[src/hw/rtl/alt_pkg.sv]
// ----------------------------------------------------------------------------
// alt_pkg
// Types and codes shared by the line tokenizer.
// ----------------------------------------------------------------------------
package alt_pkg;

    typedef enum logic [15:0] {
        M_IDLE     = 16'h0001,
        M_SKIP     = 16'h0002,
        M_IDENT    = 16'h0004,
        M_NUM      = 16'h0008,
        M_HEXX     = 16'h0010,
        M_HEXD     = 16'h0020,
        M_DOLLAR   = 16'h0040,
        M_PERCENT  = 16'h0080,
        M_BIN      = 16'h0100,
        M_STR      = 16'h0200,
        M_STRESC   = 16'h0400,
        M_CHR      = 16'h0800,
        M_CHRESC   = 16'h1000,
        M_CHRCLOSE = 16'h2000,
        M_LT       = 16'h4000,
        M_GT       = 16'h8000
    } t_mode;

    localparam logic [4:0] K_IDCHAR  = 5'd0;
    localparam logic [4:0] K_IDEND   = 5'd1;
    localparam logic [4:0] K_NUM     = 5'd2;
    localparam logic [4:0] K_STRCHAR = 5'd3;
    localparam logic [4:0] K_STREND  = 5'd4;
    localparam logic [4:0] K_DOLLAR  = 5'd5;
    localparam logic [4:0] K_PERCENT = 5'd6;
    localparam logic [4:0] K_PUNCT0  = 5'd7;
    localparam logic [4:0] K_SHL     = 5'd19;
    localparam logic [4:0] K_SHR     = 5'd20;
    localparam logic [4:0] K_EOL     = 5'd21;
    localparam logic [4:0] K_ERR     = 5'd22;

    localparam logic [3:0] E_NONE   = 4'd0;
    localparam logic [3:0] E_HEX    = 4'd1;
    localparam logic [3:0] E_BIN    = 4'd2;
    localparam logic [3:0] E_DEC    = 4'd3;
    localparam logic [3:0] E_OPENS  = 4'd4;
    localparam logic [3:0] E_CHAR   = 4'd5;
    localparam logic [3:0] E_OPENC  = 4'd6;
    localparam logic [3:0] E_LT     = 4'd7;
    localparam logic [3:0] E_GT     = 4'd8;
    localparam logic [3:0] E_STRAY  = 4'd9;

    typedef struct packed {
        logic [4:0]  kind;
        logic [31:0] value;
        logic [7:0]  text_char;
        logic [3:0]  error_code;
        logic        line_done;
    } t_tok;

    localparam t_tok TOK_NONE = '{default: '0};

endpackage

[src/hw/rtl/assembler_line_tokenizer.sv]
// ----------------------------------------------------------------------------
// assembler_line_tokenizer
// Lexes an assembly source line, one byte per cycle, into a token stream.
// ----------------------------------------------------------------------------
// One byte is accepted per cycle; the byte's tokens (zero, one or two) are
// computed in one pass and held in a two-entry result register that drains
// one token per cycle. A byte that yields two tokens blocks input while the second
// one drains; a one-token byte sustains one byte
// per cycle as long as the output side takes one token per cycle.
module assembler_line_tokenizer
    import alt_pkg::*;
(
    input  logic               i_clk,
    input  logic               i_rst_n,
    input  logic               i_valid,
    output logic               o_stall,
    input  logic [7:0]         i_char_in,
    output logic               o_valid,
    input  logic               i_stall,
    output logic [4:0]         o_kind,
    output logic signed [31:0] o_value,
    output logic [7:0]         o_text_char,
    output logic [3:0]         o_error_code,
    output logic               o_line_done
);

    t_mode       r_mode, n_mode;
    logic [31:0] r_hex, n_hex, r_dec, n_dec, r_bin, n_bin, r_hexb, n_hexb, r_binb, n_binb;
    logic [2:0]  r_flags, n_flags;
    logic [7:0]  r_last, n_last, r_chv, n_chv;
    logic [1:0]  r_wlen, n_wlen;
    logic        r_af, n_af;
    logic [31:0] r_slen, n_slen;

    t_tok        r_q0, r_q1;
    logic [1:0]  r_cnt;
    t_tok        t0, t1;
    logic [1:0]  tn;

    logic [7:0]  c;
    logic        acc, pop;
    assign c = i_char_in;

    function automatic logic is_alpha(input logic [7:0] x);
        return (x >= 8'h41 && x <= 8'h5A) || (x >= 8'h61 && x <= 8'h7A);
    endfunction
    function automatic logic is_dig(input logic [7:0] x);
        return x >= 8'h30 && x <= 8'h39;
    endfunction
    function automatic logic id_first(input logic [7:0] x);
        return is_alpha(x) || x == 8'h5F || x == 8'h2E;
    endfunction
    function automatic logic [7:0] upper(input logic [7:0] x);
        return (x >= 8'h61 && x <= 8'h7A) ? x - 8'd32 : x;
    endfunction
    function automatic logic [4:0] hexval(input logic [7:0] x);
        if (is_dig(x)) return 5'(x - 8'h30);
        if (x >= 8'h41 && x <= 8'h46) return 5'(x - 8'h41 + 8'd10);
        if (x >= 8'h61 && x <= 8'h66) return 5'(x - 8'h61 + 8'd10);
        return 5'd16;
    endfunction
    function automatic logic [7:0] unesc(input logic [7:0] x);
        case (x)
            8'h6E:   return 8'd10;
            8'h74:   return 8'd9;
            8'h72:   return 8'd13;
            8'h30:   return 8'd0;
            default: return x;
        endcase
    endfunction
    function automatic t_tok mk(input logic [4:0] k, input logic [31:0] v,
                                input logic [7:0] t, input logic [3:0] e,
                                input logic d);
        t_tok r;
        r.kind = k; r.value = v; r.text_char = t; r.error_code = e; r.line_done = d;
        return r;
    endfunction

    logic [4:0] hv;
    assign hv = hexval(c);

    always_comb begin
        logic       do_idle;
        logic       e2;
        t_tok       first, second;
        logic [1:0] cnt;
        logic [4:0] lhv;
        n_mode = r_mode; n_hex = r_hex; n_dec = r_dec; n_bin = r_bin;
        n_hexb = r_hexb; n_binb = r_binb; n_flags = r_flags; n_last = r_last;
        n_chv = r_chv; n_wlen = r_wlen; n_af = r_af; n_slen = r_slen;
        do_idle = 1'b0;
        first = TOK_NONE; second = TOK_NONE; cnt = 2'd0; e2 = 1'b0;
        lhv = hexval(r_last);
        unique case (r_mode)
            M_SKIP: ;
            M_IDENT: begin
                if (id_first(c) || is_dig(c)) begin
                    if (r_wlen == 2'd1) n_af = r_af & (upper(c) == 8'h46);
                    if (r_wlen != 2'd3) n_wlen = r_wlen + 2'd1;
                    first = mk(K_IDCHAR, '0, upper(c), E_NONE, 1'b0); cnt = 2'd1;
                end else if (c == 8'h27 && r_wlen == 2'd2 && r_af) begin
                    n_mode = M_IDLE;
                    first = mk(K_IDCHAR, '0, 8'h27, E_NONE, 1'b0);
                    second = mk(K_IDEND, '0, '0, E_NONE, 1'b0); cnt = 2'd2;
                end else begin
                    first = mk(K_IDEND, '0, '0, E_NONE, 1'b0); cnt = 2'd1;
                    do_idle = 1'b1;
                end
            end
            M_NUM: begin
                if ((c == 8'h78 || c == 8'h58) && r_wlen == 2'd1 && r_last == 8'h30) begin
                    n_mode = M_HEXX; n_hex = '0;
                end else if (is_alpha(c) || is_dig(c)) begin
                    n_flags = r_flags;
                    if (lhv > 5'd15) n_flags[0] = 1'b0;
                    if (!is_dig(c)) n_flags[1] = 1'b0;
                    if (r_last != 8'h30 && r_last != 8'h31) n_flags[2] = 1'b0;
                    n_hexb = r_hex; n_binb = r_bin;
                    n_hex = {r_hex[27:0], 4'd0} + 32'((hv < 5'd16) ? hv[3:0] : 4'd0);
                    n_dec = {r_dec[28:0], 3'd0} + {r_dec[30:0], 1'b0}
                          + 32'(is_dig(c) ? c[3:0] : 4'd0);
                    n_bin = {r_bin[30:0], c == 8'h31};
                    n_last = c;
                    if (r_wlen != 2'd3) n_wlen = r_wlen + 2'd1;
                end else begin
                    cnt = 2'd1;
                    if (r_wlen > 2'd1 && (r_last == 8'h68 || r_last == 8'h48)) begin
                        if (!r_flags[0]) e2 = 1'b1;
                        first = r_flags[0] ? mk(K_NUM, r_hexb, '0, E_NONE, 1'b0)
                                           : mk(K_ERR, '0, '0, E_HEX, 1'b1);
                    end else if (r_wlen > 2'd1 && (r_last == 8'h62 || r_last == 8'h42)) begin
                        if (!r_flags[2]) e2 = 1'b1;
                        first = r_flags[2] ? mk(K_NUM, r_binb, '0, E_NONE, 1'b0)
                                           : mk(K_ERR, '0, '0, E_BIN, 1'b1);
                    end else begin
                        if (!r_flags[1]) e2 = 1'b1;
                        first = r_flags[1] ? mk(K_NUM, r_dec, '0, E_NONE, 1'b0)
                                           : mk(K_ERR, '0, '0, E_DEC, 1'b1);
                    end
                    if (e2) n_mode = M_SKIP;
                    else do_idle = 1'b1;
                end
            end
            M_HEXX, M_HEXD: begin
                if (hv < 5'd16) n_hex = {r_hex[27:0], hv[3:0]};
                else begin
                    first = mk(K_NUM, r_hex, '0, E_NONE, 1'b0); cnt = 2'd1; do_idle = 1'b1;
                end
            end
            M_DOLLAR: begin
                if (hv < 5'd16) begin
                    n_hex = 32'(hv[3:0]); n_mode = M_HEXD;
                end else begin
                    first = mk(K_DOLLAR, '0, '0, E_NONE, 1'b0); cnt = 2'd1; do_idle = 1'b1;
                end
            end
            M_PERCENT: begin
                if (c == 8'h30 || c == 8'h31) begin
                    n_bin = 32'(c[0]); n_mode = M_BIN;
                end else begin
                    first = mk(K_PERCENT, '0, '0, E_NONE, 1'b0); cnt = 2'd1; do_idle = 1'b1;
                end
            end
            M_BIN: begin
                if (c == 8'h30 || c == 8'h31) n_bin = {r_bin[30:0], c[0]};
                else begin
                    first = mk(K_NUM, r_bin, '0, E_NONE, 1'b0); cnt = 2'd1; do_idle = 1'b1;
                end
            end
            M_STR: begin
                cnt = 2'd1;
                if (c == 8'h00) begin
                    n_mode = M_SKIP; first = mk(K_ERR, '0, '0, E_OPENS, 1'b1);
                end else if (c == 8'h22) begin
                    n_mode = M_IDLE; first = mk(K_STREND, r_slen, '0, E_NONE, 1'b0);
                end else if (c == 8'h5C) begin
                    n_mode = M_STRESC; cnt = 2'd0;
                end else begin
                    n_slen = r_slen + 32'd1; first = mk(K_STRCHAR, '0, c, E_NONE, 1'b0);
                end
            end
            M_STRESC: begin
                cnt = 2'd1;
                if (c == 8'h00) begin
                    n_mode = M_SKIP; first = mk(K_ERR, '0, '0, E_OPENS, 1'b1);
                end else begin
                    n_mode = M_STR; n_slen = r_slen + 32'd1;
                    first = mk(K_STRCHAR, '0, unesc(c), E_NONE, 1'b0);
                end
            end
            M_CHR: begin
                if (c == 8'h00 || c == 8'h27) begin
                    n_mode = M_SKIP; first = mk(K_ERR, '0, '0, E_CHAR, 1'b1); cnt = 2'd1;
                end else if (c == 8'h5C) n_mode = M_CHRESC;
                else begin
                    n_chv = c; n_mode = M_CHRCLOSE;
                end
            end
            M_CHRESC: begin
                if (c == 8'h00) begin
                    n_mode = M_SKIP; first = mk(K_ERR, '0, '0, E_OPENC, 1'b1); cnt = 2'd1;
                end else begin
                    n_chv = unesc(c); n_mode = M_CHRCLOSE;
                end
            end
            M_CHRCLOSE: begin
                cnt = 2'd1;
                if (c != 8'h27) begin
                    n_mode = M_SKIP; first = mk(K_ERR, '0, '0, E_OPENC, 1'b1);
                end else begin
                    n_mode = M_IDLE; first = mk(K_NUM, 32'(r_chv), '0, E_NONE, 1'b0);
                end
            end
            M_LT: begin
                cnt = 2'd1;
                if (c != 8'h3C) begin
                    n_mode = M_SKIP; first = mk(K_ERR, '0, '0, E_LT, 1'b1);
                end else begin
                    n_mode = M_IDLE; first = mk(K_SHL, '0, '0, E_NONE, 1'b0);
                end
            end
            M_GT: begin
                cnt = 2'd1;
                if (c != 8'h3E) begin
                    n_mode = M_SKIP; first = mk(K_ERR, '0, '0, E_GT, 1'b1);
                end else begin
                    n_mode = M_IDLE; first = mk(K_SHR, '0, '0, E_NONE, 1'b0);
                end
            end
            default: do_idle = 1'b1;
        endcase

        if (do_idle) begin
            t_tok it;
            logic has;
            it = TOK_NONE; has = 1'b1;
            n_mode = M_IDLE;
            if (c == 8'h00 || c == 8'h3B || c == 8'h0A || c == 8'h0D) begin
                n_mode = M_SKIP; it = mk(K_EOL, '0, '0, E_NONE, 1'b1);
            end else if (c == 8'h20 || c == 8'h09 || c == 8'h0B || c == 8'h0C) begin
                has = 1'b0;
            end else if (id_first(c)) begin
                n_mode = M_IDENT; n_wlen = 2'd1; n_af = upper(c) == 8'h41;
                it = mk(K_IDCHAR, '0, upper(c), E_NONE, 1'b0);
            end else if (is_dig(c)) begin
                n_mode = M_NUM; n_hex = 32'(c[3:0]); n_dec = 32'(c[3:0]);
                n_bin = 32'(c == 8'h31); n_hexb = '0; n_binb = '0;
                n_flags = 3'b111; n_wlen = 2'd1; n_last = c; has = 1'b0;
            end else begin
                has = 1'b0;
                case (c)
                    8'h24: n_mode = M_DOLLAR;
                    8'h25: n_mode = M_PERCENT;
                    8'h22: begin n_mode = M_STR; n_slen = '0; end
                    8'h27: n_mode = M_CHR;
                    8'h3C: n_mode = M_LT;
                    8'h3E: n_mode = M_GT;
                    8'h2C: begin it = mk(K_PUNCT0,         '0, '0, E_NONE, 1'b0); has = 1'b1; end
                    8'h28: begin it = mk(K_PUNCT0 + 5'd1,  '0, '0, E_NONE, 1'b0); has = 1'b1; end
                    8'h29: begin it = mk(K_PUNCT0 + 5'd2,  '0, '0, E_NONE, 1'b0); has = 1'b1; end
                    8'h3A: begin it = mk(K_PUNCT0 + 5'd3,  '0, '0, E_NONE, 1'b0); has = 1'b1; end
                    8'h2B: begin it = mk(K_PUNCT0 + 5'd4,  '0, '0, E_NONE, 1'b0); has = 1'b1; end
                    8'h2D: begin it = mk(K_PUNCT0 + 5'd5,  '0, '0, E_NONE, 1'b0); has = 1'b1; end
                    8'h2A: begin it = mk(K_PUNCT0 + 5'd6,  '0, '0, E_NONE, 1'b0); has = 1'b1; end
                    8'h2F: begin it = mk(K_PUNCT0 + 5'd7,  '0, '0, E_NONE, 1'b0); has = 1'b1; end
                    8'h26: begin it = mk(K_PUNCT0 + 5'd8,  '0, '0, E_NONE, 1'b0); has = 1'b1; end
                    8'h7C: begin it = mk(K_PUNCT0 + 5'd9,  '0, '0, E_NONE, 1'b0); has = 1'b1; end
                    8'h5E: begin it = mk(K_PUNCT0 + 5'd10, '0, '0, E_NONE, 1'b0); has = 1'b1; end
                    8'h7E: begin it = mk(K_PUNCT0 + 5'd11, '0, '0, E_NONE, 1'b0); has = 1'b1; end
                    default: begin
                        n_mode = M_SKIP; it = mk(K_ERR, '0, '0, E_STRAY, 1'b1); has = 1'b1;
                    end
                endcase
            end
            if (has) begin
                if (cnt == 2'd0) first = it;
                else second = it;
                cnt = cnt + 2'd1;
            end
        end
        if (c == 8'h00) n_mode = M_IDLE;
        t0 = first; t1 = second; tn = cnt;
    end

    assign o_valid = r_cnt != 2'd0;
    assign pop     = o_valid && !i_stall;
    assign o_stall = (r_cnt == 2'd2) || (r_cnt == 2'd1 && !pop);
    assign acc     = i_valid && !o_stall;

    assign o_kind       = r_q0.kind;
    assign o_value      = signed'(r_q0.value);
    assign o_text_char  = r_q0.text_char;
    assign o_error_code = r_q0.error_code;
    assign o_line_done  = r_q0.line_done;

    always_ff @(posedge i_clk) begin
        if (!i_rst_n) begin
            r_mode <= M_IDLE; r_hex <= '0; r_dec <= '0; r_bin <= '0;
            r_hexb <= '0; r_binb <= '0; r_flags <= 3'b111; r_last <= '0;
            r_wlen <= '0; r_af <= 1'b0; r_slen <= '0; r_chv <= '0;
            r_cnt <= '0;
        end else begin
            if (acc) begin
                r_mode <= n_mode; r_hex <= n_hex; r_dec <= n_dec; r_bin <= n_bin;
                r_hexb <= n_hexb; r_binb <= n_binb; r_flags <= n_flags; r_last <= n_last;
                r_wlen <= n_wlen; r_af <= n_af; r_slen <= n_slen; r_chv <= n_chv;
                r_q0 <= t0; r_q1 <= t1; r_cnt <= tn;
            end else if (pop) begin
                r_q0 <= r_q1; r_cnt <= r_cnt - 2'd1;
            end
        end
    end

`ifndef SYNTHESIS
    a_no_acc_full: assert property (@(posedge i_clk) disable iff (!i_rst_n)
        (r_cnt == 2'd2) |-> o_stall)
        else $error("input taken with two tokens pending");
    a_cnt_range: assert property (@(posedge i_clk) disable iff (!i_rst_n)
        r_cnt != 2'd3)
        else $error("token count out of range");
    a_eol_idle: assert property (@(posedge i_clk) disable iff (!i_rst_n)
        (acc && i_char_in == 8'h00) |=> (r_mode == M_IDLE))
        else $error("line end did not return to idle");
    a_err_done: assert property (@(posedge i_clk) disable iff (!i_rst_n)
        (o_valid && o_kind == K_ERR) |-> o_line_done)
        else $error("error token without line done");
`endif

endmodule

[config.mk]
export PLATFORM = sky130hd
export DESIGN_NAME = assembler_line_tokenizer
export DESIGN_NICKNAME = d
export VERILOG_FILES = /design/src/hw/rtl/alt_pkg.sv /design/src/hw/rtl/assembler_line_tokenizer.sv
export SDC_FILE = /design/constraint.sdc
export NUM_CORES = 1
export LEC_CHECK = 0
export BUFFER_PORTS_ARGS = -buffer_cell sky130_fd_sc_hd__buf_2
export CAP_MARGIN = 10
export CORE_MARGIN = 2
export CORE_UTILIZATION = 30
export DETAILED_ROUTE_END_ITERATION = 10
export GPL_TIMING_DRIVEN = 0
export PLACE_DENSITY = 0.49
export REMOVE_ABC_BUFFERS = 1
export SYNTH_ARGS = -nofsm -noshare
export SYNTH_HDL_FRONTEND = slang
export SYNTH_SLANG_ARGS = --single-unit
[constraint.sdc]
create_clock -name i_clk -period 6.1 [get_ports i_clk]
set_clock_uncertainty 0.15 [all_clocks]
set_input_delay 0.915 -clock i_clk [delete_from_list [all_inputs] [get_ports i_clk]]
set_output_delay 0.915 -clock i_clk [all_outputs]
set_load 0.01 [all_outputs]
======== After elaboration in Yosys (flattened, before gate mapping) ========
Index checks and enable logic that the tools add are counted.
storage, ports and cells
  RAM bits ................................ 0
  word-level logic and storage cells ...... 413
  latch bits .............................. 0
  memories kept ........................... 0
  bits in read-only memories .............. 0
  register bits ........................... 332
operators by class
  $mul .................................... 0
  shifts and indexed selects .............. 0
  mux-type cells .......................... 222
  equal/unequal tests ..................... 77
  bitwise logic cells ..................... 1
  div/mod/pow operators ................... 0
  magnitude comparators ................... 17
  reductions and logical operators ........ 55
  add/sub/neg operators ................... 18
operators with widths
  kind                                                   count
  two-way mux 32 bit                                     52
  one-hot mux 50 bit (13 select lines)                   2
  two-way mux 50 bit                                     24
  two-way mux 16 bit                                     15
  two-way mux 46 bit                                     5
  two-way mux 48 bit                                     4
  one-hot mux 32 bit (3 select lines)                    2
  two-way mux 47 bit                                     4
  one-hot mux 16 bit (11 select lines)                   1
  equality test 8 x 6 -> 1 bit, second input constant    21
  equality test 8 x 7 -> 1 bit, second input constant    16
  one-hot mux 16 bit (7 select lines)                    1
  two-way mux 8 bit                                      12
  adder 32 x 4 -> 32 bit                                 2
  one-hot mux 32 bit (2 select lines)                    1
  two-way mux 5 bit                                      12
  two-way mux 1 bit                                      52
  <= comparator 8 x 7 -> 1 bit, second input constant    6
  equality test 8 x 4 -> 1 bit, second input constant    5
  inequality test 8 x 6 -> 1 bit, second input constant  5
  two-way mux 2 bit                                      18
  adder 32 x 1 -> 32 bit, second input constant          1
  adder 32 bit                                           1
  >= comparator 8 x 7 -> 1 bit, second input constant    4
  other kinds (56)                                       124

======== Longest topological paths before layout ========
Gate-level depths: netlist of the first run.
  depth in word-level cells ............... 20
  gate-level depth with buffers ........... 20
  gate-level depth less buffers ........... 17

======== Worst setup path before layout of the first run ========
No wires, ideal clock.
  kind .................................... input-to-reg
  start ................................... in i_char_in[6]
  end ..................................... reg r_dec[31]
  arrival time ............................ 5.402 ns
  setup slack ............................. 0.424 ns
  data required time ...................... 5.826 ns
  buffers on the path ..................... 2
  stages .................................. 19
  cell sequence ........................... clkbuf_1 -> inv_1 -> ha_1 -> or3b_2 -> o21a_1 -> nor2_1 -> buf_1 -> nand2_1 -> fa_1 -> inv_1 -> ha_1 -> a211oi_1 -> o211ai_1 -> a2111oi_0 -> nor3_1 -> o41ai_1 -> o21ai_0 -> xnor2_1 -> o21ai_0
on the way
  word-level cells in the longest chain between the ends .. 12
  elaborated cells between the ends (all ways) .. 74
ends and longest elaborated chain
  element                                                                   RTL line                                                                                           RTL
  start: declaration                                                        assembler_line_tokenizer.sv:17                                                                     input logic [7:0] i_char_in,
  >= comparator 8 x 6 -> 1 bit, or another cell as far along                assembler_line_tokenizer.sv:48                                                                     return x >= 8'h30 && x <= 8'h39;
  logical AND 1 bit, on equally long branches                               assembler_line_tokenizer.sv:48, assembler_line_tokenizer.sv:45, assembler_line_tokenizer.sv:59
  two-way mux 4 bit, or another cell as far along                           assembler_line_tokenizer.sv:121                                                                    + 32'(is_dig(c) ? c[3:0] : 4'd0);
  adder 32 x 4 -> 32 bit, or another cell as far along                      assembler_line_tokenizer.sv:121
  two-way mux 32 bit or two-way mux 1 bit (tied branches)                   assembler_line_tokenizer.sv:113, assembler_line_tokenizer.sv:58
  two-way mux 32 bit or two-way mux 5 bit (tied branches)                   assembler_line_tokenizer.sv:111, assembler_line_tokenizer.sv:60
  two-way mux 32 bit or two-way mux 5 bit (tied branches)                   assembler_line_tokenizer.sv:94, assembler_line_tokenizer.sv:59
  two-way mux 32 bit or two-way mux 5 bit (tied branches)                   assembler_line_tokenizer.sv:245, assembler_line_tokenizer.sv:58
  two-way mux 32 bit or < comparator 5 bit (tied branches)                  assembler_line_tokenizer.sv:242, assembler_line_tokenizer.sv:145, assembler_line_tokenizer.sv:151
  two-way mux 32 bit or two-way mux 1 bit (tied branches)                   assembler_line_tokenizer.sv:240, assembler_line_tokenizer.sv:145, assembler_line_tokenizer.sv:151
  two-way mux 32 bit or one-hot mux 1 bit (5 select lines) (tied branches)  assembler_line_tokenizer.sv:238, assembler_line_tokenizer.sv:94
  two-way mux 32 bit (*)                                                    assembler_line_tokenizer.sv:233                                                                    if (do_idle) begin
  end signal: assignment                                                    assembler_line_tokenizer.sv:304                                                                    r_mode <= n_mode; r_hex <= n_hex; r_dec <= n_dec; r_bin <= n_bin;
  end: declaration                                                          assembler_line_tokenizer.sv:28                                                                     logic [31:0] r_hex, n_hex, r_dec, n_dec, r_bin, n_bin, r_hexb, n_hexb, r_binb, n_binb;
Mark *: on every way between the ends. The rest lies on a longest branch, timed or not. The select of a mux whose other input is x is not followed.
A chain may end at the register's enable or synchronous reset.

======== Worst setup path in the final report of the first run ========
  start ................................... in i_char_in[6]
  end ..................................... reg r_dec[28]
The elaborated chain is that of the path after synthesis.

==> results.rst, run 1 <==
.. list-table::
   :header-rows: 1

   * - Metric
     - Value
   * - Share of cells above drive strength 1
     - roughly 11%
   * - FF+latch count, synth
     - roughly 300
   * - Endpoint arrival time on the critical path
     - ~6200 ps
   * - Cells on worst reg2reg path
     - 8
   * - Mean post-synth cell area
     - between 8 and 9 um2
   * - Worst slew margin relative to its limit
     - about a tenth
   * - Number of hold-slack violations in the final timing report
     - 0
   * - Area growth, synth to finish
     - 15.3%
   * - Critical path launch point
     - i_char_in[6]
   * - Via count
     - approximately 16000
   * - Layout Utilization
     - approximately a third
   * - Min-Delay Startpoint
     - r_binb[6]$_SDFFE_PN0P_
   * - Maximum number of pins on one net before global-route repair
     - between 40 and 50
   * - Synthesized-area fraction occupied by and/or/nand/nor cells
     - roughly a fifth
   * - CTS buffer count
     - 38
   * - Type of the most critical hold path
     - reg -> reg
   * - Initial standard-cell utilization of the core
     - 30.3%
   * - Number of buffer and inverter stages on the critical path
     - 2
   * - Via count of the first global-routing pass
     - 15100
   * - Number of placement rows
     - between 80 and 90
   * - Min Tclk post-route
     - 5860 ps
   * - Area share of xor/xnor cells in the synthesized design
     - between 1.5 and 2%
   * - Total core area
     - 56400 um2
   * - Root buffer cell
     - clkbuf_16
   * - Top_reg_cell synth
     - dfxtp_1
   * - Classification of the worst setup path
     - in -> reg
   * - Wire length reported by the detailed router
     - 63600 um
   * - Leakage
     - between 7 and 8 nW
   * - Adder and majority cell fraction of the synthesized area
     - 5.80%
   * - Combined global-route utilization of all metal layers
     - a little over a fifth
   * - Synth area leaders
     - dfxtp_1, edfxtp_1, a22o_1
   * - DRC marker count from the first detailed-route iteration
     - approximately 1600
   * - Flop-to-flop setup slack
     - ~340 ps
   * - Number of design rule violations left after detail routing
     - 0
   * - Sinks on Clock Net
     - 297
   * - Startpoint types
     - primary input
   * - Ys async rst share
     - 0%
   * - Half-perimeter wire length of the detailed placement result
     - 45000 um
   * - Start of the worst register-to-register path
     - r_mode[15]$_SDFFE_PN0P_
   * - Final setup violation count
     - 0
   * - Clock buffer depth
     - 3
   * - Routability congestion estimate
     - 0.892
   * - Power density cells
     - around 280 nW/um2
   * - Net count reported at finish
     - between 2000 and 2500
   * - Detail-routed via count per cell
     - approximately 6
   * - Die area
     - around 60000 um2
   * - Worst-case vdd ir drop
     - between 0.15 and 0.2 mV
   * - Post-synthesis cell type with the largest combined area
     - dfxtp_1
   * - Number of standard cells in the layout, taps in and fillers out
     - approximately 2700
   * - EDFF count, synth
     - 65
   * - Horizontal extent of the die
     - 243 um
   * - Cell-by-cell trace of the critical path
     - buf_2 > inv_1 > ha_1 > or3b_2 > o21ai_0 > nand2_1 > nor2_1 > ha_1 > ha_1 > fa_1 > a211oi_1 > o21ai_0 > nand2_1 > o2111ai_1 > a41oi_1 > o21bai_1 > a32oi_1 > nand2_1
   * - Actual transition at the worst max-transition pin
     - 1340 ps
   * - Hold Crit Endpoint
     - r_binb[6]$_SDFFE_PN0P_
   * - Synthesized-area fraction occupied by ao, oa, aoi and oai cells
     - a little over a quarter
   * - Min-Delay Path Depth
     - 1
   * - Clock-pin slew on the worst setup and hold paths
     - around 60 ps
   * - Setup Fix Bufs, Post-CTS
     - 0
   * - Count of pins over their slew limit
     - 0
   * - Mapped cell area
     - between 15000 and 20000 um2
   * - Cell count after synthesis
     - 1934
   * - First-pass DRT Iterations
     - 9
   * - Largest fanout on the critical path
     - 21
   * - Final routed wire length divided by cell count
     - between 20 and 25 um
   * - Remaining global-route overflow
     - 0
   * - Delay of the slowest cell on the worst path
     - ~660 ps
   * - Global-route wire length before repair
     - a little under 100000 um
   * - Area share of the largest cell type after synthesis
     - 27.2%
   * - Unrepaired setup endpoints after global routing
     - no
   * - Worst hold slack
     - around 320 ps
   * - Number of antenna cells inserted
     - 0
   * - Hold bufs inserted after CTS
     - 0
   * - Share of the cycle needed by the critical path after routing
     - 96.0%
   * - Max-capacitance violation count
     - 0
   * - Multiplexer share of the synthesized area
     - between 2 and 2.5%
   * - Boundary pin count
     - 64
   * - Setup crit end kind
     - flip-flop
   * - Count of distinct cell types in the synthesized netlist
     - 97
   * - Run status
     - finished clean
   * - H-tree levels
     - 2
   * - Cell Count Post-Placement
     - between 2000 and 3000
   * - Main combinational cell family by area after synthesis
     - compound AO/OA/AOI/OAI gates
   * - Reg-to-reg endpoint
     - o_value[4]$_SDFFCE_PN0P_
   * - Synthesis Warnings
     - 0
   * - Clock tree from TritonCTS
     - yes
   * - # port buffers
     - 63
   * - Final total power
     - approximately 5.5 mW
   * - Post-route ant nets
     - 0
   * - Portion of the post-synthesis area used by sequential elements
     - between 30% and 40%
   * - Number of antenna violations at the first check in global routing
     - 1
   * - Worst EP required
     - around 6400 ps
   * - Kind of cell adding the most delay to the critical path
     - compound AO/OA/AOI/OAI gates
   * - Highest clock frequency the design can meet
     - between 150 and 200 MHz
   * - Clk Latency, worst-skew pair
     - a little under 600 ps
   * - Worst path slowest cell
     - a41oi_1
   * - Chip Height
     - approximately 240 um
placed cells by master (no fill, tap or decap), types with 31 or more instances in the layout:
cell type    n
dfxtp_1    232
nand2_1    205
a21oi_1    140
a22o_1     132
o21ai_0    121
nor2_1     104
ha_1        75
edfxtp_1    65
buf_2       63
nand3_1     60
and3_1      39
clkbuf_16   39
nor3_1      38
nand4_1     35
inv_1       34
mux2i_1     31
routing by layer:
| layer | wire, um | up-vias | track usage [%] |
|---|---|---|---|
| li1 | - | 7387 | - |
| met4 | 1800 | 0 | 6.55 |
| met1 | 29600 | 7875 | 29.3 |
| met2 | 28900 | 530 | 33.5 |
| met3 | 3330 | 94 | 2.71 |
| met5 | 0 | - | 0 |
through the flow:
stage                     cell area [um2]  setup WS [ps]  setup TNS [ps]
after global routing                19700           2.82               0
final                               19700            244               0
after CTS                           19700           40.8               0
after global placement              17700          -8870        -1095480
after detailed placement            18300          -1410          -58320
after floorplan                     16500          -2270         -200520
power by group:
| group | internal [mW] | switching [mW] |
|---|---|---|
| registers | 2.14 | 0.0705 |
| logic | 0.307 | 0.650 |
| clock network | 1.42 | 0.952 |
layout make-up:
type                            instances  area [um2]
Clock inverter                         11         208
Inverter                               36         136
Fill cell                            5877       36700
Tap cell                              756         946
Multi-Input combinational cell       1461        9910
Timing Repair Buffer                   94         810
Clock buffer                           57        1090
Sequential cell                       297        6600
how the worst max path moves through the flow:
stage	depth (start not counted)	slack [ps]	endpoint
after global routing	19	3	r_dec[31]$_SDFFE_PN0P_
after floorplan	9	-2270	r_binb[0]$_SDFFE_PN0P_
after global placement	10	-8870	r_binb[10]$_SDFFE_PN0P_
after CTS	19	40	r_dec[29]$_SDFFE_PN0P_
after detailed placement	19	-1410	r_dec[29]$_SDFFE_PN0P_
final	18	240	r_dec[28]$_SDFFE_PN0P_
cells by family after synthesis:
group / Yosys count
AO/OA/AOI/OAI: 660
adder cells (fa/ha/maj): 78
AND/OR/NAND/NOR: 651
XOR/XNOR: 37
flip-flops: 297
multiplexers: 35
buffers and inverters: 176
registers in the layout, indices dropped and copies added (netlist names), 3 cells and up:
name          count
r_q1             15
r_binb           32
o_kind            5
o_value          32
r_chv             8
r_last            8
r_hexb           32
r_flags           3
r_mode           16
o_error_code      4
o_text_char       8
r_hex            32
r_bin            32
r_slen           32
r_dec            32
cell usage after synthesis, drive strengths merged (16+ instances only):
library cell  number
nor3              42
and3              39
nor4              27
xnor2             20
a21oi            146
inv               34
buf               51
a211oi            16
nand3             60
o21a              17
nand4             36
o21ai            130
nand2            207
edfxtp            65
dfxtp            232
a22oi             23
a22o             132
xor2              17
a21o              21
nand2b            23
clkbuf            89
mux2i             31
a31oi             23
nor2             108
ha                76
a222oi            24
what timing repair did:
item                                    CTS  global route
gates cloned                              0             0
resized for setup                         6             5
endpoints found under the setup margin   47            22
endpoints found under the hold margin     0             0
No activity file was read; power rests on OpenSTA's default activity.
==> run 2: changes to the inputs <==
- PLACE_DENSITY: 0.49 -> 0.5
- clock period: 6.1 -> 5.05 ns (I/O delays scaled with it)
==> run 2 against run 1 <==
Against the previous run:
- clock power rose by 20%
- first-iteration DRC count fell by 2.3%
- sequential power increased by 20%
- worst hold slack worse by 11 ps
- routed wire length hardly changed
- critical path depth is the same
- critical path type unchanged
- non-clock buffer count is 11 higher
- die area did not move
- register-to-register slack gained 20 ps
- largest power group unchanged
- largest cell class unchanged
- final cell count increased by 0.48%
==> results.rst, run 2 (same netlist as run 1, synthesis figures left out) <==
.. list-table::
   :header-rows: 1

   * - Metric
     - Value
   * - Number of placement rows
     - 87 (unchanged)
   * - Min Tclk post-route
     - a little under 5000 ps
   * - Worst hold slack
     - 305 ps (-11.1 ps)
   * - Summed negative setup slack over all endpoints
     - 0 ps (unchanged)
   * - DRC marker count from the first detailed-route iteration
     - 1518 (-2.3%)
   * - Final setup violation count
     - 0 (unchanged)
   * - Area after DPL
     - 18400 um2 (+0.30%)
   * - Final instance area
     - 19900 um2 (+1.1%)
   * - Routed length on met2
     - 28200 um (-2.1%)
   * - Hold Crit Endpoint
     - r_chv[4]$_SDFFE_PN0P_
   * - Wire length on met1
     - 29600 um (about the same)
   * - Routability congestion estimate
     - 0.917 (+2.9%)
   * - Hold bufs inserted after CTS
     - 0 (unchanged)
   * - Highest clock frequency the design can meet
     - 206 MHz
   * - Area growth, synth to finish
     - 16.6%
   * - Run status
     - finished clean
   * - Clk Latency, worst-skew pair
     - 600 ps (+20 ps)
   * - Final total power
     - 6.68 mW (+21%)
   * - Worst-case vdd ir drop
     - 0.225 mV (+14%)
   * - Half-perimeter wire length of the detailed placement result
     - 44800 um (-0.60%)
   * - H-tree levels
     - 2 (unchanged)
   * - Number of hold-slack violations in the final timing report
     - 0 (unchanged)
   * - Start of the worst register-to-register path
     - r_cnt[0]$_SDFFE_PN0N_
   * - Horizontal extent of the die
     - 243 um (unchanged)
   * - Actual transition at the worst max-transition pin
     - 1340 ps (-1.96 ps)
   * - Highest metal used
     - met4
   * - Die area
     - 58900 um2 (unchanged)
   * - Worst EP required
     - 5400 ps (-990 ps)
   * - Setup crit end kind
     - flip-flop
   * - Share of the cycle needed by the critical path after routing
     - 96.0%
   * - Total core area
     - 56400 um2 (unchanged)
   * - Combined global-route utilization of all metal layers
     - 21.1% (+0.13 points)
   * - Cells on worst reg2reg path
     - 10 (+2)
   * - Post-route ant nets
     - 0 (unchanged)
   * - Final routed wire length divided by cell count
     - 23.4 um (-0.42%)
   * - CTS buffer count
     - 38 (unchanged)
   * - Type of the most critical hold path
     - reg -> reg
   * - Share of cells above drive strength 1
     - 12.5% (+1.5 points)
   * - Via count of the first global-routing pass
     - 15400 (+2.4%)
   * - Global-route wire length before repair
     - 97100 um (+0.72%)
   * - Min-Delay Path Depth
     - 2 (+1)
   * - Classification of the worst setup path
     - in -> reg
   * - WL met3
     - 3700 um (+11%)
   * - Net count reported at finish
     - 2029 (+0.55%)
   * - Leakage
     - 7.43 nW (+0.67%)
   * - Reg-to-reg endpoint
     - r_hex[29]$_SDFFE_PN0P_
   * - Min-Delay Startpoint
     - r_chv[4]$_SDFFE_PN0P_
   * - Chip Height
     - 243 um (unchanged)
   * - Via count
     - 16000 (+0.59%)
   * - Count of pins over their slew limit
     - 0 (unchanged)
   * - Wire length reported by the detailed router
     - 63600 um (about the same)
   * - Sinks on Clock Net
     - 297 (unchanged)
   * - Remaining global-route overflow
     - 0 (unchanged)
   * - Root buffer cell
     - clkbuf_16
   * - Largest fanout on the critical path
     - 33 (+57%)
   * - First-pass DRT Iterations
     - 8 (-1)
   * - Clock-pin slew on the worst setup and hold paths
     - 60 ps (about the same)
   * - Boundary pin count
     - 64 (unchanged)
   * - Initial standard-cell utilization of the core
     - 30.3% (unchanged)
   * - Max-capacitance violation count
     - 0 (unchanged)
   * - Flop-to-flop setup slack
     - 360 ps (+20 ps)
   * - Layout Utilization
     - 35.3% (+0.39 points)
   * - Most used cells in the layout excluding fill and tap cells
     - dfxtp_1, nand2_1, a21oi_1, a22o_1, o21ai_0
   * - Worst slew margin relative to its limit
     - 10.1% (-0.43 points)
   * - Startpoint types
     - primary input
   * - Clock tree from TritonCTS
     - yes
   * - Clock buffer depth
     - 3 (unchanged)
   * - Number of antenna violations at the first check in global routing
     - 0 (-1)
   * - Endpoint arrival time on the critical path
     - 5190 ps (-960 ps)
   * - Detail-routed via count per cell
     - 5.86 (+0.11%)
   * - Most common cell after layout, fill and taps aside
     - dfxtp_1
   * - Maximum number of pins on one net before global-route repair
     - 42 (unchanged)
   * - # port buffers
     - 63 (unchanged)
   * - Number of design rule violations left after detail routing
     - 0 (unchanged)
   * - Power density cells
     - 335 nW/um2 (+19%)
## run 2: report_power, final
part	leakage [nW]	internal, mW	switching [mW]
clock network	0.613	1.65	1.19
registers	2.50	2.58	0.0835
logic	4.32	0.386	0.791
total	7.43	4.62	2.06
## run 2: per-layer routing
layer	track usage (%)	vias to the layer above
met5	0	-
met4	7.00	0
met3	3.73	135
met2	32.7	542
met1	29.5	7891
li1	-	7412
## run 2: worst max path at each step
stage,start,to,slack [ps]
floorplan,i_char_in[1],r_binb[0]$_SDFFE_PN0P_,-3170
global placement,i_char_in[1],r_hexb[28]$_SDFFE_PN0P_,-9700
detailed placement,i_char_in[1],r_dec[31]$_SDFFE_PN0P_,-2190
CTS,i_char_in[6],r_dec[27]$_SDFFE_PN0P_,6
global route,i_char_in[6],r_dec[31]$_SDFFE_PN0P_,-50
finish,i_char_in[2],r_dec[27]$_SDFFE_PN0P_,200
## run 2: worst max-delay path: stages
cell and delay [ps]:
buf_2 330, or4b_1 660, o21a_1 250, nor2_4 180
nand2_1 90, fa_1 500, inv_1 60, ha_1 300
a211oi_2 260, o211ai_1 190, a2111oi_2 430, buf_4 210
nor3_2 80, o41ai_4 220, buf_4 190, xnor2_1 220
a22oi_1 120, nor2_1 110
## run 2: final cells by class
cell class	instances	area, um2
Fill cell	5864	36500
Multi-Input combinational cell	1461	10000
Sequential cell	297	6600
Clock buffer	50	1020
Tap cell	756	946
Timing Repair Buffer	105	933
Clock inverter	19	272
Inverter	36	145
Antenna cell	1	2.50
## run 2: timing repair
action,in CTS,in global routing
buffers inserted,4,4
endpoints found under the setup margin,119,39
resized for setup,24,19
pin swaps,4,2
## run 2: stage by stage
step	setup WS [ps]	instances
after floorplan	-3170	1794
after global placement	-9700	2613
after detailed placement	-2190	2647
after CTS	5.90	2720
after global routing	-49.0	2724
final	202	2725
==> run 3: changes to the inputs <==
- CTS_BUF_LIST: default -> sky130_fd_sc_hd__clkbuf_8
==> run 3 against run 2 <==
Against the previous run:
- via count rose by 0.34%
- final area fell by 0.36%
- global-route usage rose by 0.10 points
- sequential power barely moved
- routed wire length barely moved
- highest routed layer is now met5
- fmax fell by 1.8%
- sequential share of layout area rose by 0.12 points
- register-to-register slack got worse by 110 ps
- non-clock buffer count fell by 4
- largest cell class unchanged
- critical path depth fell by 6
- critical path type unchanged
- final cell count rose by 1.2%
- clock-buffer cell count rose by 25
==> results.rst, run 3 (same netlist as run 1, synthesis figures left out) <==
.. list-table::
   :header-rows: 1

   * - Metric
     - Value
   * - Total core area
     - 56400 um2 (unchanged)
   * - Flop-to-flop setup slack
     - 250 ps (-110 ps)
   * - Half-perimeter wire length of the detailed placement result
     - 44800 um (unchanged)
   * - Min-Delay Path Depth
     - 2 (unchanged)
   * - Number of placement rows
     - 87 (unchanged)
   * - Number of design rule violations left after detail routing
     - 0 (unchanged)
   * - Cells on worst reg2reg path
     - 9 (-1)
   * - Horizontal extent of the die
     - 243 um (unchanged)
   * - CTS buffer count
     - 57 (+50%)
   * - Sinks on Clock Net
     - 297 (unchanged)
   * - Worst EP required
     - 5310 ps (-90 ps)
   * - Startpoint types
     - primary input
   * - Maximum number of pins on one net before global-route repair
     - 42 (unchanged)
   * - Summed negative setup slack over all endpoints
     - 0 ps (unchanged)
   * - Setup crit end kind
     - flip-flop
   * - Chip Height
     - 243 um (unchanged)
   * - # port buffers
     - 63 (unchanged)
   * - Initial standard-cell utilization of the core
     - 30.3% (unchanged)
   * - Hold bufs inserted after CTS
     - 0 (unchanged)
   * - Cell Count Post-Placement
     - 2647 (unchanged)
   * - Share of the cycle needed by the critical path after routing
     - 97.8% (+1.8 points)
   * - Via count of the first global-routing pass
     - 15600 (+1.3%)
   * - Number of antenna violations at the first check in global routing
     - 1 (+1)
   * - Boundary pin count
     - 64 (unchanged)
   * - Detail-routed via count per cell
     - 5.81 (-0.86%)
   * - Post-route ant nets
     - 0 (unchanged)
   * - Classification of the worst setup path
     - in -> reg
   * - Share of cells above drive strength 1
     - 13.7% (+1.2 points)
   * - Critical path launch point
     - i_char_in[6]
   * - Die area
     - 58900 um2 (unchanged)
   * - DRC marker count from the first detailed-route iteration
     - 1492 (-1.7%)
   * - Hold Crit Endpoint
     - r_chv[4]$_SDFFE_PN0P_
   * - Leakage
     - 7.53 nW (+1.3%)
   * - Run status
     - finished clean
   * - Highest clock frequency the design can meet
     - 202 MHz (-1.8%)
   * - Most common cell after layout, fill and taps aside
     - dfxtp_1
   * - Global-route wire length before repair
     - 97900 um (+0.85%)
   * - Routability congestion estimate
     - 0.917 (unchanged)
   * - Number of standard cells in the layout, taps in and fillers out
     - 2758 (+1.2%)
   * - Via count
     - 16000 (+0.34%)
   * - Clock-pin slew on the worst setup and hold paths
     - 60 ps (about the same)
   * - Worst-case vdd ir drop
     - 0.175 mV (-22%)
   * - Count of pins over their slew limit
     - 0 (unchanged)
   * - Start of the worst register-to-register path
     - r_mode[9]$_SDFFE_PN0P_
   * - Unrepaired setup endpoints after global routing
     - no
   * - Endpoint arrival time on the critical path
     - 5200 ps (about the same)
   * - Remaining global-route overflow
     - 0 (unchanged)
   * - Net count reported at finish
     - 2044 (+0.74%)
   * - Final routed wire length divided by cell count
     - 23.1 um (-1.2%)
   * - Reg-to-reg endpoint
     - o_value[4]$_SDFFCE_PN0P_
   * - Number of antenna cells inserted
     - 0 (-1)
   * - Min Tclk post-route
     - 4940 ps (+90.5 ps)
   * - Worst slew margin relative to its limit
     - 11.9% (+1.8 points)
   * - Min-Delay Startpoint
     - r_chv[4]$_SDFFE_PN0P_
   * - Wire length reported by the detailed router
     - 63700 um (about the same)
   * - Root buffer cell
     - clkbuf_8
   * - Power density cells
     - 327 nW/um2 (-2.4%)
   * - First-pass DRT Iterations
     - 7 (-1)
   * - Area growth, synth to finish
     - 16.2%
   * - Actual transition at the worst max-transition pin
     - 1320 ps (-18.4 ps)
   * - Number of hold-slack violations in the final timing report
     - 0 (unchanged)
   * - Most used cells in the layout excluding fill and tap cells
     - dfxtp_1, nand2_1, a21oi_1, a22o_1, o21ai_0
   * - Clock tree from TritonCTS
     - yes
   * - Final total power
     - 6.49 mW (-2.8%)
   * - Clock buffer depth
     - 3 (unchanged)
   * - Worst hold slack
     - 306 ps (+1.48 ps)
   * - Max-capacitance violation count
     - 0 (unchanged)
   * - Clk Latency, worst-skew pair
     - 700 ps (+100 ps)
   * - Type of the most critical hold path
     - reg -> reg
   * - Number of fill cells
     - 5890 (+0.44%)
   * - H-tree levels
     - 2 (unchanged)
   * - Largest fanout on the critical path
     - 28 (-15%)
   * - Combined global-route utilization of all metal layers
     - 21.2% (+0.10 points)
   * - Final setup violation count
     - 0 (unchanged)
run 3: changes by cell type in the layout (fill, tap and decap cells not counted), moves of 2 or more:
cell	delta
clkbuf_8	+73
inv_1	+17
o2111ai_2	+2
clkinv_2	+5
clkbuf_1	-10
clkinv_1	-2
clkinv_16	-2
clkinvlp_4	-4
clkbuf_16	-38
buf_2	+2
buf_4	-4
run 3: worst max-delay path by stage:
stage | depth (start not counted) | endpoint | slack, ps
2_1_floorplan | 9 | r_binb[0]$_SDFFE_PN0P_ | -3170
5_1_grt | 15 | r_binb[29]$_SDFFE_PN0P_ | 9
6_report | 12 | o_value[4]$_SDFFCE_PN0P_ | 110
4_1_cts | 19 | r_dec[21]$_SDFFE_PN0P_ | 30
3_5_place_dp | 19 | r_dec[31]$_SDFFE_PN0P_ | -2190
3_3_place_gp | 10 | r_hexb[28]$_SDFFE_PN0P_ | -9700
run 3: metal layers:
| layer | vias up | routed length [um] | part of all wire, % | track usage [%] |
|---|---|---|---|---|
| li1 | 7461 | - | - | - |
| met1 | 7911 | 29500 | 46 | 29.7 |
| met2 | 530 | 28500 | 45 | 32.9 |
| met3 | 131 | 3610 | 5.7 | 3.45 |
| met4 | 2 | 2050 | 3.2 | 7.45 |
| met5 | - | 16 | 0.025 | 0 |
run 3: critical path, stage by stage:
cell	delay, ps
clkbuf_4	250
inv_2	160
ha_1	140
or3b_2	490
o32a_1	410
nor2_1	450
a2bb2oi_1	430
o2111ai_2	670
nand2_4	460
nand2_2	240
buf_12	240
a31oi_1	450
run 3: where the power goes:
part | switching [mW] | internal [mW]
logic | 0.786 | 0.381
registers | 0.0839 | 2.58
clock network | 1.17 | 1.49
run 3: final cells by class:
type / instances / area, um2 / share of cell area [%]
Clock buffer: 75 / 1030 / 5.20
Clock inverter: 32 / 244 / 1.23
Inverter: 36 / 138 / 0.693
Sequential cell: 297 / 6600 / 33.2
Tap cell: 756 / 946 / 4.77
Multi-Input combinational cell: 1461 / 10000 / 50.4
Timing Repair Buffer: 101 / 895 / 4.51
run 3: metrics by stage:
stage                     cell area, um2  setup WS (ps)  util [%]
after floorplan                    16500          -3170         -
after global placement             17700          -9700      31.4
after CTS                          19800           32.6      35.1
after detailed placement           18400          -2190      32.6
final                              19800            111      35.2
after global routing               19800           9.05      35.2
run 3: what timing repair did:
| action | 4_1_cts | 5_1_grt |
|---|---|---|
| resized for setup | 20 | 15 |
| endpoints found under the setup margin | 106 | 43 |
| setup buffers | 4 | 0 |
| hold endpoints to repair | 0 | 0 |
| pin swaps | 4 | 0 |
